[src/rtl/core/adcf_pkg.sv]
// Shared constants, types and codes for the ADC distance ASCII framer.
package adcf_pkg;

	// sample and arithmetic widths
	localparam int SAMPLE_BITS = 10;
	localparam int FS_W        = 16;
	localparam int PROD_W      = SAMPLE_BITS + FS_W;
	localparam int CNT_W       = $clog2(PROD_W);
	localparam int DIGITS      = 4;
	localparam int BCD_W       = 4 * DIGITS;

	// configuration port
	localparam int APB_AW = 3;
	localparam int APB_DW = 32;
	localparam logic REG_FULL_SCALE = 1'b0;   // register index, paddr[2]

	// reset values
	localparam logic [SAMPLE_BITS-1:0] TOP_RESET    = SAMPLE_BITS'(1022);
	localparam logic [SAMPLE_BITS-1:0] BOTTOM_RESET = SAMPLE_BITS'(88);
	localparam logic [FS_W-1:0]        FS_RESET     = FS_W'(1000);

	// largest value shown without overflow
	localparam logic [PROD_W-1:0] MAX_SHOWN = PROD_W'(9999);

	// frame layout
	localparam int FRAME_LEN = 8;
	localparam int IDX_W     = $clog2(FRAME_LEN);
	localparam logic [IDX_W-1:0] IDX_STX   = IDX_W'(0);
	localparam logic [IDX_W-1:0] IDX_D3    = IDX_W'(1);
	localparam logic [IDX_W-1:0] IDX_POINT = IDX_W'(2);
	localparam logic [IDX_W-1:0] IDX_D2    = IDX_W'(3);
	localparam logic [IDX_W-1:0] IDX_D1    = IDX_W'(4);
	localparam logic [IDX_W-1:0] IDX_D0    = IDX_W'(5);
	localparam logic [IDX_W-1:0] IDX_SPACE = IDX_W'(6);
	localparam logic [IDX_W-1:0] IDX_ETX   = IDX_W'(7);

	localparam logic [7:0] CH_STX   = 8'h02;
	localparam logic [7:0] CH_ETX   = 8'h03;
	localparam logic [7:0] CH_POINT = 8'h2E;
	localparam logic [7:0] CH_SPACE = 8'h20;
	localparam logic [7:0] CH_ZERO  = 8'h30;

	// queue between front and back
	localparam int QUEUE_DEPTH = 2;
	localparam int QPTR_W      = $clog2(QUEUE_DEPTH);
	localparam int QCNT_W      = $clog2(QUEUE_DEPTH + 1);

	// one converted reading, ready for framing
	typedef struct packed {
		logic [BCD_W-1:0] bcd;
		logic             overflow;
		logic             span_error;
	} frame_info_t;

	// front sequencer
	typedef enum logic [3:0] {
		F_IDLE = 4'b0001,
		F_MUL  = 4'b0010,
		F_DIV  = 4'b0100,
		F_PUSH = 4'b1000
	} front_state_t;

endpackage

[src/rtl/core/adc_distance_ascii_framer_unit.sv]
// Top level of the ADC distance ASCII framer: config register, front, queue and back.
//
//  channel   | direction | handshake            | beat
//  ----------+-----------+----------------------+----------------------------------------
//  sample in | in        | push / full          | sample, set_top_n, set_bottom_n
//  frame out | out       | pop / empty          | frame_byte, last_byte, overflow, span_error
//  config    | in        | psel/penable/pready  | full_scale at byte address 0
//
// Each sample passes through the front end in order: an accept step, a multiply step,
// one-bit restoring division (one step per product bit) and a queue write.
// A span error skips the division. The back end then sends the frame byte by byte.
// The two-entry queue lets the front convert the next sample while frames drain;
// full rises while the front is busy. Reset clears the queue, the output and the
// calibration points to 1022 (top) and 88 (bottom); full_scale resets to 1000.
module adc_distance_ascii_framer_unit (
	input  logic                                clk,
	input  logic                                arst_n,
	// input queue side
	input  logic                                push,
	output logic                                full,
	input  logic [adcf_pkg::SAMPLE_BITS-1:0]    sample,
	input  logic                                set_top_n,
	input  logic                                set_bottom_n,
	// result queue side
	output logic                                empty,
	input  logic                                pop,
	output logic [7:0]                          frame_byte,
	output logic                                last_byte,
	output logic                                overflow,
	output logic                                span_error,
	// configuration port
	input  logic                                psel,
	input  logic                                penable,
	input  logic                                pwrite,
	input  logic [adcf_pkg::APB_AW-1:0]         paddr,
	input  logic [adcf_pkg::APB_DW-1:0]         pwdata,
	output logic [adcf_pkg::APB_DW-1:0]         prdata,
	output logic                                pready
);

	logic [adcf_pkg::FS_W-1:0] full_scale_q;
	logic                      cfg_write;
	logic                      fs_sel;

	logic                  fq_push, fq_full, fq_pop, fq_avail;
	adcf_pkg::frame_info_t fq_wdata, fq_rdata;

	// configuration register
	assign pready    = 1'b1;
	assign fs_sel    = (paddr[2] == adcf_pkg::REG_FULL_SCALE);
	assign cfg_write = psel && penable && pwrite && pready;
	assign prdata    = fs_sel ? adcf_pkg::APB_DW'(full_scale_q) : '0;

	always_ff @(posedge clk or negedge arst_n) begin
		if (!arst_n) begin
			full_scale_q <= adcf_pkg::FS_RESET;
		end else if (cfg_write && fs_sel) begin
			full_scale_q <= pwdata[adcf_pkg::FS_W-1:0];
		end
	end

	adcf_front u_front (
		.clk          (clk),
		.arst_n       (arst_n),
		.push         (push),
		.full         (full),
		.sample       (sample),
		.set_top_n    (set_top_n),
		.set_bottom_n (set_bottom_n),
		.full_scale   (full_scale_q),
		.q_push       (fq_push),
		.q_full       (fq_full),
		.q_data       (fq_wdata)
	);

	adcf_queue u_queue (
		.clk     (clk),
		.arst_n  (arst_n),
		.wr_en   (fq_push),
		.wr_data (fq_wdata),
		.q_full  (fq_full),
		.rd_en   (fq_pop),
		.q_avail (fq_avail),
		.rd_data (fq_rdata)
	);

	adcf_back u_back (
		.clk        (clk),
		.arst_n     (arst_n),
		.q_avail    (fq_avail),
		.q_data     (fq_rdata),
		.q_pop      (fq_pop),
		.empty      (empty),
		.pop        (pop),
		.frame_byte (frame_byte),
		.last_byte  (last_byte),
		.overflow   (overflow),
		.span_error (span_error)
	);

endmodule

[src/rtl/core/adcf_front.sv]
// Front end: accepts samples, latches calibration points, scales and converts to BCD.
module adcf_front (
	input  logic                                clk,
	input  logic                                arst_n,
	input  logic                                push,
	output logic                                full,
	input  logic [adcf_pkg::SAMPLE_BITS-1:0]    sample,
	input  logic                                set_top_n,
	input  logic                                set_bottom_n,
	input  logic [adcf_pkg::FS_W-1:0]           full_scale,
	output logic                                q_push,
	input  logic                                q_full,
	output adcf_pkg::frame_info_t               q_data
);

	localparam int SB = adcf_pkg::SAMPLE_BITS;
	localparam int PW = adcf_pkg::PROD_W;

	adcf_pkg::front_state_t state_q;
	logic [SB-1:0]                 top_q, bottom_q;
	logic [SB-1:0]                 sample_q;
	logic [SB-1:0]                 span_q;
	logic [SB-1:0]                 rem_q;
	logic [PW-1:0]                 work_q;
	logic [adcf_pkg::CNT_W-1:0]    cnt_q;
	logic [adcf_pkg::BCD_W-1:0]    bcd_q;
	logic                          serr_q;

	logic                 accept;
	logic                 span_bad;
	logic [SB-1:0]        diff;
	logic [PW-1:0]        product;
	logic [SB:0]          trial;
	logic [SB:0]          trial_sub;
	logic                 q_bit;
	logic [SB-1:0]        rem_next;
	logic [adcf_pkg::BCD_W-1:0] bcd_next;

	// add-3 correction then shift one quotient bit into the BCD digits
	function automatic logic [adcf_pkg::BCD_W-1:0] bcd_shift(
		input logic [adcf_pkg::BCD_W-1:0] v,
		input logic                       b
	);
		logic [adcf_pkg::BCD_W-1:0] a;
		a = v;
		for (int i = 0; i < adcf_pkg::DIGITS; i++) begin
			if (a[4*i +: 4] >= 4'd5) begin
				a[4*i +: 4] = a[4*i +: 4] + 4'd3;
			end
		end
		return {a[adcf_pkg::BCD_W-2:0], b};
	endfunction

	assign full   = (state_q != adcf_pkg::F_IDLE);
	assign accept = push && !full;

	// scale step
	assign span_bad = (top_q <= bottom_q);
	assign diff     = (sample_q > bottom_q) ? (sample_q - bottom_q) : '0;
	assign product  = PW'(diff) * PW'(full_scale);

	// one restoring division step per cycle
	assign trial     = {rem_q, work_q[PW-1]};
	assign trial_sub = trial - {1'b0, span_q};
	assign q_bit     = (trial >= {1'b0, span_q});
	assign rem_next  = q_bit ? trial_sub[SB-1:0] : trial[SB-1:0];
	assign bcd_next  = bcd_shift(bcd_q, q_bit);

	// handoff to the queue
	assign q_push            = (state_q == adcf_pkg::F_PUSH) && !q_full;
	assign q_data.bcd        = bcd_q;
	assign q_data.overflow   = (work_q > adcf_pkg::MAX_SHOWN);
	assign q_data.span_error = serr_q;

	// sequencer and calibration points
	always_ff @(posedge clk or negedge arst_n) begin
		if (!arst_n) begin
			state_q  <= adcf_pkg::F_IDLE;
			top_q    <= adcf_pkg::TOP_RESET;
			bottom_q <= adcf_pkg::BOTTOM_RESET;
			cnt_q    <= '0;
		end else begin
			unique case (state_q)
				adcf_pkg::F_IDLE: begin
					if (accept) begin
						if (!set_top_n) top_q <= sample;
						if (!set_bottom_n) bottom_q <= sample;
						state_q <= adcf_pkg::F_MUL;
					end
				end
				adcf_pkg::F_MUL: begin
					cnt_q   <= '0;
					state_q <= span_bad ? adcf_pkg::F_PUSH : adcf_pkg::F_DIV;
				end
				adcf_pkg::F_DIV: begin
					cnt_q <= cnt_q + 1'b1;
					if (cnt_q == adcf_pkg::CNT_W'(PW - 1)) begin
						state_q <= adcf_pkg::F_PUSH;
					end
				end
				adcf_pkg::F_PUSH: begin
					if (!q_full) state_q <= adcf_pkg::F_IDLE;
				end
				default: state_q <= adcf_pkg::F_IDLE;
			endcase
		end
	end

	// datapath
	always_ff @(posedge clk) begin
		if (accept) sample_q <= sample;
		if (state_q == adcf_pkg::F_MUL) begin
			span_q <= top_q - bottom_q;
			rem_q  <= '0;
			bcd_q  <= '0;
			serr_q <= span_bad;
			work_q <= span_bad ? '0 : product;
		end else if (state_q == adcf_pkg::F_DIV) begin
			rem_q  <= rem_next;
			bcd_q  <= bcd_next;
			work_q <= {work_q[PW-2:0], q_bit};
		end
	end

endmodule

[src/rtl/core/adcf_queue.sv]
// Short queue of converted readings between front and back.
module adcf_queue (
	input  logic                  clk,
	input  logic                  arst_n,
	input  logic                  wr_en,
	input  adcf_pkg::frame_info_t wr_data,
	output logic                  q_full,
	input  logic                  rd_en,
	output logic                  q_avail,
	output adcf_pkg::frame_info_t rd_data
);

	adcf_pkg::frame_info_t             entries_q [adcf_pkg::QUEUE_DEPTH];
	logic [adcf_pkg::QPTR_W-1:0]       wr_ptr_q, rd_ptr_q;
	logic [adcf_pkg::QCNT_W-1:0]       count_q;

	assign q_full  = (count_q == adcf_pkg::QCNT_W'(adcf_pkg::QUEUE_DEPTH));
	assign q_avail = (count_q != '0);
	assign rd_data = entries_q[rd_ptr_q];

	// pointers and fill count
	always_ff @(posedge clk or negedge arst_n) begin
		if (!arst_n) begin
			wr_ptr_q <= '0;
			rd_ptr_q <= '0;
			count_q  <= '0;
		end else begin
			if (wr_en) wr_ptr_q <= wr_ptr_q + 1'b1;
			if (rd_en) rd_ptr_q <= rd_ptr_q + 1'b1;
			if (wr_en && !rd_en) count_q <= count_q + 1'b1;
			else if (rd_en && !wr_en) count_q <= count_q - 1'b1;
		end
	end

	// storage
	always_ff @(posedge clk) begin
		if (wr_en) entries_q[wr_ptr_q] <= wr_data;
	end

endmodule

[src/rtl/core/adcf_back.sv]
// Back end: expands one converted reading into the 8-byte ASCII frame.
module adcf_back (
	input  logic                  clk,
	input  logic                  arst_n,
	input  logic                  q_avail,
	input  adcf_pkg::frame_info_t q_data,
	output logic                  q_pop,
	output logic                  empty,
	input  logic                  pop,
	output logic [7:0]            frame_byte,
	output logic                  last_byte,
	output logic                  overflow,
	output logic                  span_error
);

	adcf_pkg::frame_info_t          cur_q;
	logic                           active_q;
	logic [adcf_pkg::IDX_W-1:0]     idx_q;
	logic                           out_valid_q;
	logic [7:0]                     byte_q;
	logic                           last_q, ovf_q, serr_q;

	logic       load;
	logic [7:0] next_byte;

	assign q_pop = !active_q && q_avail;
	assign load  = active_q && (!out_valid_q || pop);

	assign empty      = !out_valid_q;
	assign frame_byte = byte_q;
	assign last_byte  = last_q;
	assign overflow   = ovf_q;
	assign span_error = serr_q;

	// byte of the frame at the current position
	always_comb begin
		unique case (idx_q)
			adcf_pkg::IDX_STX:   next_byte = adcf_pkg::CH_STX;
			adcf_pkg::IDX_D3:    next_byte = adcf_pkg::CH_ZERO | {4'd0, cur_q.bcd[15:12]};
			adcf_pkg::IDX_POINT: next_byte = adcf_pkg::CH_POINT;
			adcf_pkg::IDX_D2:    next_byte = adcf_pkg::CH_ZERO | {4'd0, cur_q.bcd[11:8]};
			adcf_pkg::IDX_D1:    next_byte = adcf_pkg::CH_ZERO | {4'd0, cur_q.bcd[7:4]};
			adcf_pkg::IDX_D0:    next_byte = adcf_pkg::CH_ZERO | {4'd0, cur_q.bcd[3:0]};
			adcf_pkg::IDX_SPACE: next_byte = adcf_pkg::CH_SPACE;
			adcf_pkg::IDX_ETX:   next_byte = adcf_pkg::CH_ETX;
			default:             next_byte = adcf_pkg::CH_ETX;
		endcase
	end

	// frame position and output beat valid
	always_ff @(posedge clk or negedge arst_n) begin
		if (!arst_n) begin
			active_q    <= 1'b0;
			idx_q       <= '0;
			out_valid_q <= 1'b0;
		end else begin
			if (q_pop) begin
				active_q <= 1'b1;
				idx_q    <= '0;
			end else if (load) begin
				idx_q <= idx_q + 1'b1;
				if (idx_q == adcf_pkg::IDX_ETX) active_q <= 1'b0;
			end
			if (load) out_valid_q <= 1'b1;
			else if (pop) out_valid_q <= 1'b0;
		end
	end

	// payload
	always_ff @(posedge clk) begin
		if (q_pop) cur_q <= q_data;
		if (load) begin
			byte_q <= next_byte;
			last_q <= (idx_q == adcf_pkg::IDX_ETX);
			ovf_q  <= cur_q.overflow;
			serr_q <= cur_q.span_error;
		end
	end

endmodule
[config.mk]
export PLATFORM = sky130hd
export DESIGN_NAME = adc_distance_ascii_framer_unit
export DESIGN_NICKNAME = d
export VERILOG_FILES = /design/src/rtl/core/adcf_pkg.sv /design/src/rtl/core/adc_distance_ascii_framer_unit.sv /design/src/rtl/core/adcf_front.sv /design/src/rtl/core/adcf_queue.sv /design/src/rtl/core/adcf_back.sv
export SDC_FILE = /design/constraint.sdc
export NUM_CORES = 1
export LEC_CHECK = 0
export BUFFER_PORTS_ARGS = -buffer_cell sky130_fd_sc_hd__clkbuf_2
export CAP_MARGIN = 20
export CORE_ASPECT_RATIO = 0.7
export CORE_MARGIN = 2
export CORE_UTILIZATION = 62
export CTS_CLUSTER_DIAMETER = 60
export DETAILED_ROUTE_END_ITERATION = 8
export GPL_TIMING_DRIVEN = 0
export PLACE_DENSITY_LB_ADDON = 0.05
export SYNTH_ARGS = -nofsm -noshare
export SYNTH_HDL_FRONTEND = slang
export SYNTH_HIERARCHICAL = 1
export SYNTH_SLANG_ARGS = --single-unit
[constraint.sdc]
create_clock -name clk -period 8.8 [get_ports clk]
set_input_delay 1.76 -clock clk [delete_from_list [all_inputs] [get_ports clk]]
set_output_delay 1.76 -clock clk [all_outputs]
set_load 0.01 [all_outputs]
; ---- Word level (Yosys, flattened, before mapping)
; Memories as Yosys holds them, arrays and structs flattened. A register that Yosys moved wholly into a read port is not among the register bits.
; Cells that the tools add are included.
[op_classes]
magnitude_cmp = 8
bitwise = 3
addsub = 13
muxes = 28
eq_ne = 17
n_mul = 1
n_reduce_logical = 27
[op_table]
columns = operator, n
row1 = 2-to-1 mux 26 bit, 3
row2 = one-hot mux 8 bit (8 select lines), 1
row3 = subtractor 10 bit, 3
row4 = 2-to-1 mux 4 bit, 7
row5 = "greater-than comparator 26 x 14 -> 1 bit, second input constant", 1
row6 = multiplier 10 x 16 -> 26 bit, 1
row7 = 2-to-1 mux 10 bit, 2
row8 = "greater-or-equal comparator 4 x 3 -> 1 bit, second input constant", 4
row9 = 2-to-1 mux 16 bit, 1
row10 = one-hot mux 4 bit (4 select lines), 1
row11 = "adder 4 x 2 -> 4 bit, second input constant", 3
row12 = "equality test 3 bit, second input constant", 4
row13 = nonzero test 2 bit, 6
row14 = greater-or-equal comparator 11 x 10 -> 1 bit, 1
row15 = greater-than comparator 10 bit, 1
row16 = <= comparator 10 bit, 1
row17 = one-hot mux 5 bit (2 select lines), 1
row18 = logical AND 1 bit, 9
row19 = 2-to-1 mux 3 bit, 3
row20 = AND reduction 3 bit, 3
row21 = 2-to-1 mux 1 bit, 7
row22 = "equality test 3 x 2 -> 1 bit, second input constant", 2
row23 = zero test 1 bit, 6
row24 = "adder 5 x 1 -> 5 bit, second input constant", 1
row25 = 20 further kinds, 25
[word_totals]
word_cells = 119
reg_bits = 138
ramBits = 36
out_inout_bits = 46
n_memories = 1
inputBits = 54
[memory_table]
columns = memory, depth, word_bits, read_ports, rd_clocked_by_memory_dff, write_ports, line
row1 = u_queue.entries_q, 2, 18, 1, 1, 1, adcf_queue.sv:13  ; adcf_pkg::frame_info_t entries_q [adcf_pkg::QUEUE_DEPTH];

; ---- Logic depth before layout (Yosys ltp)
[depth]
depth_word = 7
ltp_mapped = 31
mapped_depth_nobuf = 27

; ---- Hierarchy
; The synthesis kept the hierarchy.
[modules_own_cells]
columns = module, area_per_inst_um2, cells_per_inst, instances, seq_area_each_um2
row1 = adcf_front, 11223.3, 1218, 1, 2673.8
row2 = adcf_queue, 1537.7, 72, 1, 1181.1
row3 = adcf_back, 1351.3, 88, 1, 935.9
row4 = adc_distance_ascii_framer_unit, 907.1, 70, 1, 407.9

; ---- Least setup slack after synthesis
; No wires, ideal clock.
[synth_path]
path_kind = flip-flop to flip-flop
startpoint = register u_front.sample_q[0]
endpoint = register u_front.work_q[22] (data pin)
arrival_time_ps = 6557
stages_incl_launch_ff = 26
required_ps = 8543
synth_period_minus_slack_ps = 6814
slack_ps = 1986
path_buffers = 1
setup_ps = 257
cell_sequence = edfxtp_1 -> inv_1 -> ha_1 -> inv_1 -> fa_1 -> a21o_1 -> a21oi_4 -> nor3_2 -> a2111oi_1 -> a2111oi_2 -> buf_4 -> and2_1 -> fa_1 -> fa_1 -> fa_1 -> fa_1 -> inv_1 -> fa_1 -> inv_1 -> ha_1 -> a21o_1 -> a221oi_2 -> o21ai_1 -> a21o_1 -> or3_1 -> a32o_1
[synth_between]
elab_chain_len = 5
word_cells_on_any_way = 6
cone_classes = add/sub: 1 / mul: 1 / order compare: 1 / mux: 3
[synth_lines]
columns = element, line
row1 = from (decl), adcf_front.sv:21  ; logic [SB-1:0] sample_q;
row2 = from (signal assigned), adcf_front.sv:111  ; if (accept) sample_q <= sample;
row3 = subtractor 10 bit / greater-than comparator 10 bit (equally long branches), adcf_front.sv:59  ; assign diff = (sample_q > bottom_q) ? (sample_q - bottom_q) : '0;
row4 = 2-to-1 mux 10 bit *, adcf_front.sv:59
row5 = multiplier 10 x 16 -> 26 bit *, adcf_front.sv:60  ; assign product = PW'(diff) * PW'(full_scale);
row6 = 2-to-1 mux 26 bit *, adcf_front.sv:117  ; work_q <= span_bad ? '0 : product;
row7 = 2-to-1 mux 26 bit *, adcf_front.sv:112  ; if (state_q == adcf_pkg::F_MUL) begin
row8 = to (signal assigned), adcf_front.sv:117
row9 = to (signal assigned), adcf_front.sv:121  ; work_q <= {work_q[PW-2:0], q_bit};
row10 = to (decl), adcf_front.sv:24  ; logic [PW-1:0] work_q;
; Every way passes the cells marked *; elsewhere a longest branch is shown, timed or not.
; A chain may end at the register's enable or synchronous reset.

; ---- Worst setup path in the final report
[layout_path]
startpoint = register u_front.bottom_q[6]
endpoint = register u_front.work_q[22] (data pin)
[layout_between]
elab_chain_len = 5
word_cells_on_any_way = 7
cone_classes = add/sub: 1 / mul: 1 / order compare: 2 / mux: 3
[layout_lines]
columns = element, line
row1 = from (decl), adcf_front.sv:20  ; logic [SB-1:0] top_q, bottom_q;
row2 = from (signal assigned), adcf_front.sv:80  ; bottom_q <= adcf_pkg::BOTTOM_RESET;
row3 = from (signal assigned), adcf_front.sv:87  ; if (!set_bottom_n) bottom_q <= sample;
row4 = subtractor 10 bit / greater-than comparator 10 bit (equally long branches), adcf_front.sv:59
row5 = 2-to-1 mux 10 bit, adcf_front.sv:59
row6 = multiplier 10 x 16 -> 26 bit, adcf_front.sv:60
row7 = 2-to-1 mux 26 bit *, adcf_front.sv:117
row8 = 2-to-1 mux 26 bit *, adcf_front.sv:112
; Marked as above.

==> results.yml <==
yosys:
  synth-main-ff-cell: "edfxtp_1"
  ys_async_sr_fraction_pct: 28.4
  yosysSeqAreaShare_pct: 34.6
  synth-edff-count: 110
  synth_area_per_cell_sq_um: 10.4
  netlist_area_sq_um: 15000
  synth_seq_cells: 190
  synth_cell_types: 92
  syn-instance-count: 1448
  yosys_warnings: 6
grt:
  grt_antenna_before_repair: 0
  grt_pass1_vias: 10600
  gr-total-overflow: 0
  grt_use_total_pct: 27.9
  grt_start_max_net_pins: 55
  grt_pass1_wl_um: 55000
sta:
  fin_skew_ns: 0.0133
  finalCritPeriodShare_pct: 90.5
  rsz0062_at_grt: "false"
  clock.fmax_ghz: 0.126
  setup_viol: 0
  slew_viol_final: 0
  fin_ws_ns: 0.840
  tightest_slew_ns: 0.971
  max-slew-margin-rel_pct: 35.1
  finalHoldViolCount: 0
  setup_tns_ns: 0
  fin_crit_ns: 7.96
clocking:
  htree_levels: 4
  numCtsBuffers: 17
  cts_sinks: 190
  cts_tree: "done"
  cts_resized: 0
  post_cts_buffers: 0
  cts_hold_buffers: 0
  clockBufferDepth: 2
  cts-root-buf: "clkbuf_16"
  clock_latency_ns: 0.44
  cts.clk_slew.worst_paths_ns: 0.07
worst_setup_path:
  crit_fanout: 10
  critPathCaptureType: "register"
  cp_slowest_cell: "a2111oi_2"
  critPathLaunchType: "register"
  ff2ff_path_depth: 23
  max_stage_delay_ns: 0.85
  arrival_ns: 8.15
  critical_path_class: "register to register"
  critPathRequiredTime_ns: 8.99
  path_common_cell: "fa_1"
  worstPathCellList: "inv_1 -> ha_1 -> nand3_2 -> nor2_2 -> nand4_1 -> nand2_1 -> a2111oi_2 -> buf_4 -> and2_1 -> fa_1 -> fa_1 -> fa_1 -> fa_1 -> inv_1 -> fa_1 -> inv_1 -> ha_1 -> a21o_1 -> a221oi_2 -> o21ai_1 -> a21o_1 -> or3_1 -> a32o_1"
floorplanning:
  rows: 47
  die_w_um: 190
  core_area_sq_um: 23700
  die_area_sq_um: 25500
  initial_utilization_pct: 63.4
  io_pins: 100
  fp.dieH_um: 134
finish:
  fin_area_sq_um: 16400
  syn2layout_area_growth_pct: 9.12
  layoutNonFillerInstCount: 1879
  drive_above_1_share_pct: 15.8
  nets: 1823
  fill_cells: 1848
  antenna_cells: 0
detailed_routing:
  firstDrtPassIters: 6
  viasPerCell: 5.80
  drc_errors: 0
  wl_per_cell_um: 18.1
  drt_iter0_drc: 810
  ant_nets: 0
  drt-total-wl_um: 34100
  via_count: 10900
place:
  dp_hpwl_um: 26300
  place.gp.congestion: 0.950
  placed_area_sq_um: 15800
  numPortBuffers: 62
  dp_cells: 1845
  pre_cts_ws_ns: 1.05
run:
  cap_violations: 0
worst_hold_path:
  min_path_cells: 0
  hp-class: "register to register"
run_status:
  status: "complete, no violations"
cells in the mapped netlist (16+ instances only):
cell type / count / area share, %
dfrtp_1: 35 / 5.8
nor2b_1: 19 / 0.79
xnor2_1: 22 / 1.3
buf_4: 22 / 1.1
fa_1: 113 / 15
nor2_1: 44 / 1.1
mux2_4: 19 / 1.9
ha_1: 108 / 9.0
buf_1: 17 / 0.42
and3_1: 54 / 2.2
edfxtp_1: 110 / 22
inv_1: 173 / 4.3
nand3_1: 53 / 1.8
and2_1: 35 / 1.5
nor3_1: 16 / 0.53
clkbuf_1: 21 / 0.52
dfxtp_1: 26 / 3.5
a21o_1: 24 / 1.2
o21ai_0: 45 / 1.5
a21oi_1: 61 / 2.0
dfstp_2: 19 / 3.3
mux2_2: 32 / 2.4
nand2_1: 126 / 3.1
xor2_1: 23 / 1.3
nand2b_1: 16 / 0.67
area by class of cell:
type,instances,area [sq um],area share [%]
clock inverters,13,98.8,0.603
clock buffers,19,454,2.77
inverters,174,653,3.99
repair buffers,65,357,2.18
plain buffers,82,483,2.95
flip-flops and latches,190,5200,31.7
well taps,318,398,2.43
multi-input cells,1018,8750,53.4
state kept, by name, summed over array words and instances (netlist names), 16 cells and up:
register           cells
u_front/work_q        26
u_back/cur_q          18
u_front/bcd_q         16
full_scale_q          16
u_queue/entries_q     36
metrics by stage:
step	util (%)	hold slack (ns)
after floorplan	-	0.400
after global placement	66.6	0.405
after detailed placement	66.8	0.405
after CTS	69.1	0.422
after global routing	69.2	0.432
final	69.2	0.420
path summary, 6_finish.rpt:
kind,from,end,slack (ns)
max in group asynchronous,arst_n,u_front/bottom_q[9]$_DFFE_PN0P_,6.79
min in group asynchronous,arst_n,full_scale_q[11]$_DFFE_PN0P_,1.42
min reg2reg,u_back/cur_q[0]$_DFFE_PP_,u_back/span_error$_DFFE_PP_,0.42
min,u_back/cur_q[0]$_DFFE_PP_,u_back/span_error$_DFFE_PP_,0.42
max,u_front/bottom_q[6]$_DFFE_PN1P_,u_front/work_q[22]$_DFFE_PP_,0.84
max reg2reg,u_front/bottom_q[6]$_DFFE_PN1P_,u_front/work_q[22]$_DFFE_PP_,0.84
routing by layer:
layer	share of wire [%]	vias up	GRT usage, %
li1	-	5163	-
met4	0.86	3	5.17
met2	41	437	39.4
met1	48	5252	42.7
met5	0.23	-	0
met3	9.4	39	8.42
worst max-delay path, delay by kind of cell (launching register included):
| kind | cells | cell delay (ns) |
|---|---|---|
| buffers and inverters | 4 | 0.51 |
| adder cells (fa/ha/maj) | 7 | 3.37 |
| flip-flops | 1 | 0.53 |
| AO/OA/AOI/OAI | 6 | 1.99 |
| AND/OR/NAND/NOR | 6 | 1.32 |
logic make-up (layout without fill, tap and decap cells):
family,Yosys count,count (layout),share of synthesized area [%]
compound gates,250,250,11.5
fa+ha+maj,221,221,24.1
other cells,3,19,0.0750
simple gates,425,425,14.8
mux,58,58,4.79
xor+xnor,45,45,2.62
flops,190,190,34.6
buf+inv,256,353,7.56
layout by cell type, fill, tap and decap left out, drive strengths merged, types with 9 or more instances in the layout:
master / synthesis / routed
nand3: 54 / 54
o31ai: 13 / 13
clkbuf: 21 / 102
xnor2: 22 / 22
edfxtp: 110 / 110
ha: 108 / 108
and3: 54 / 54
dfstp: 19 / 19
nand4: 10 / 10
xor2: 23 / 23
a31oi: 9 / 9
nand2: 136 / 136
buf: 61 / 64
nor2b: 19 / 19
fa: 113 / 113
a22o: 10 / 10
conb: 3 / 19
dfrtp: 35 / 35
a21o: 24 / 24
and2: 38 / 38
nor3: 17 / 17
a211oi: 9 / 9
mux2: 54 / 54
nand2b: 17 / 17
o21ai: 54 / 54
dfxtp: 26 / 26
inv: 173 / 182
nor2: 48 / 48
a21oi: 63 / 63
Power is left out: the tool's default activity adds up to more than one toggle a clock period on the data nets, which glitch-free logic cannot reach.
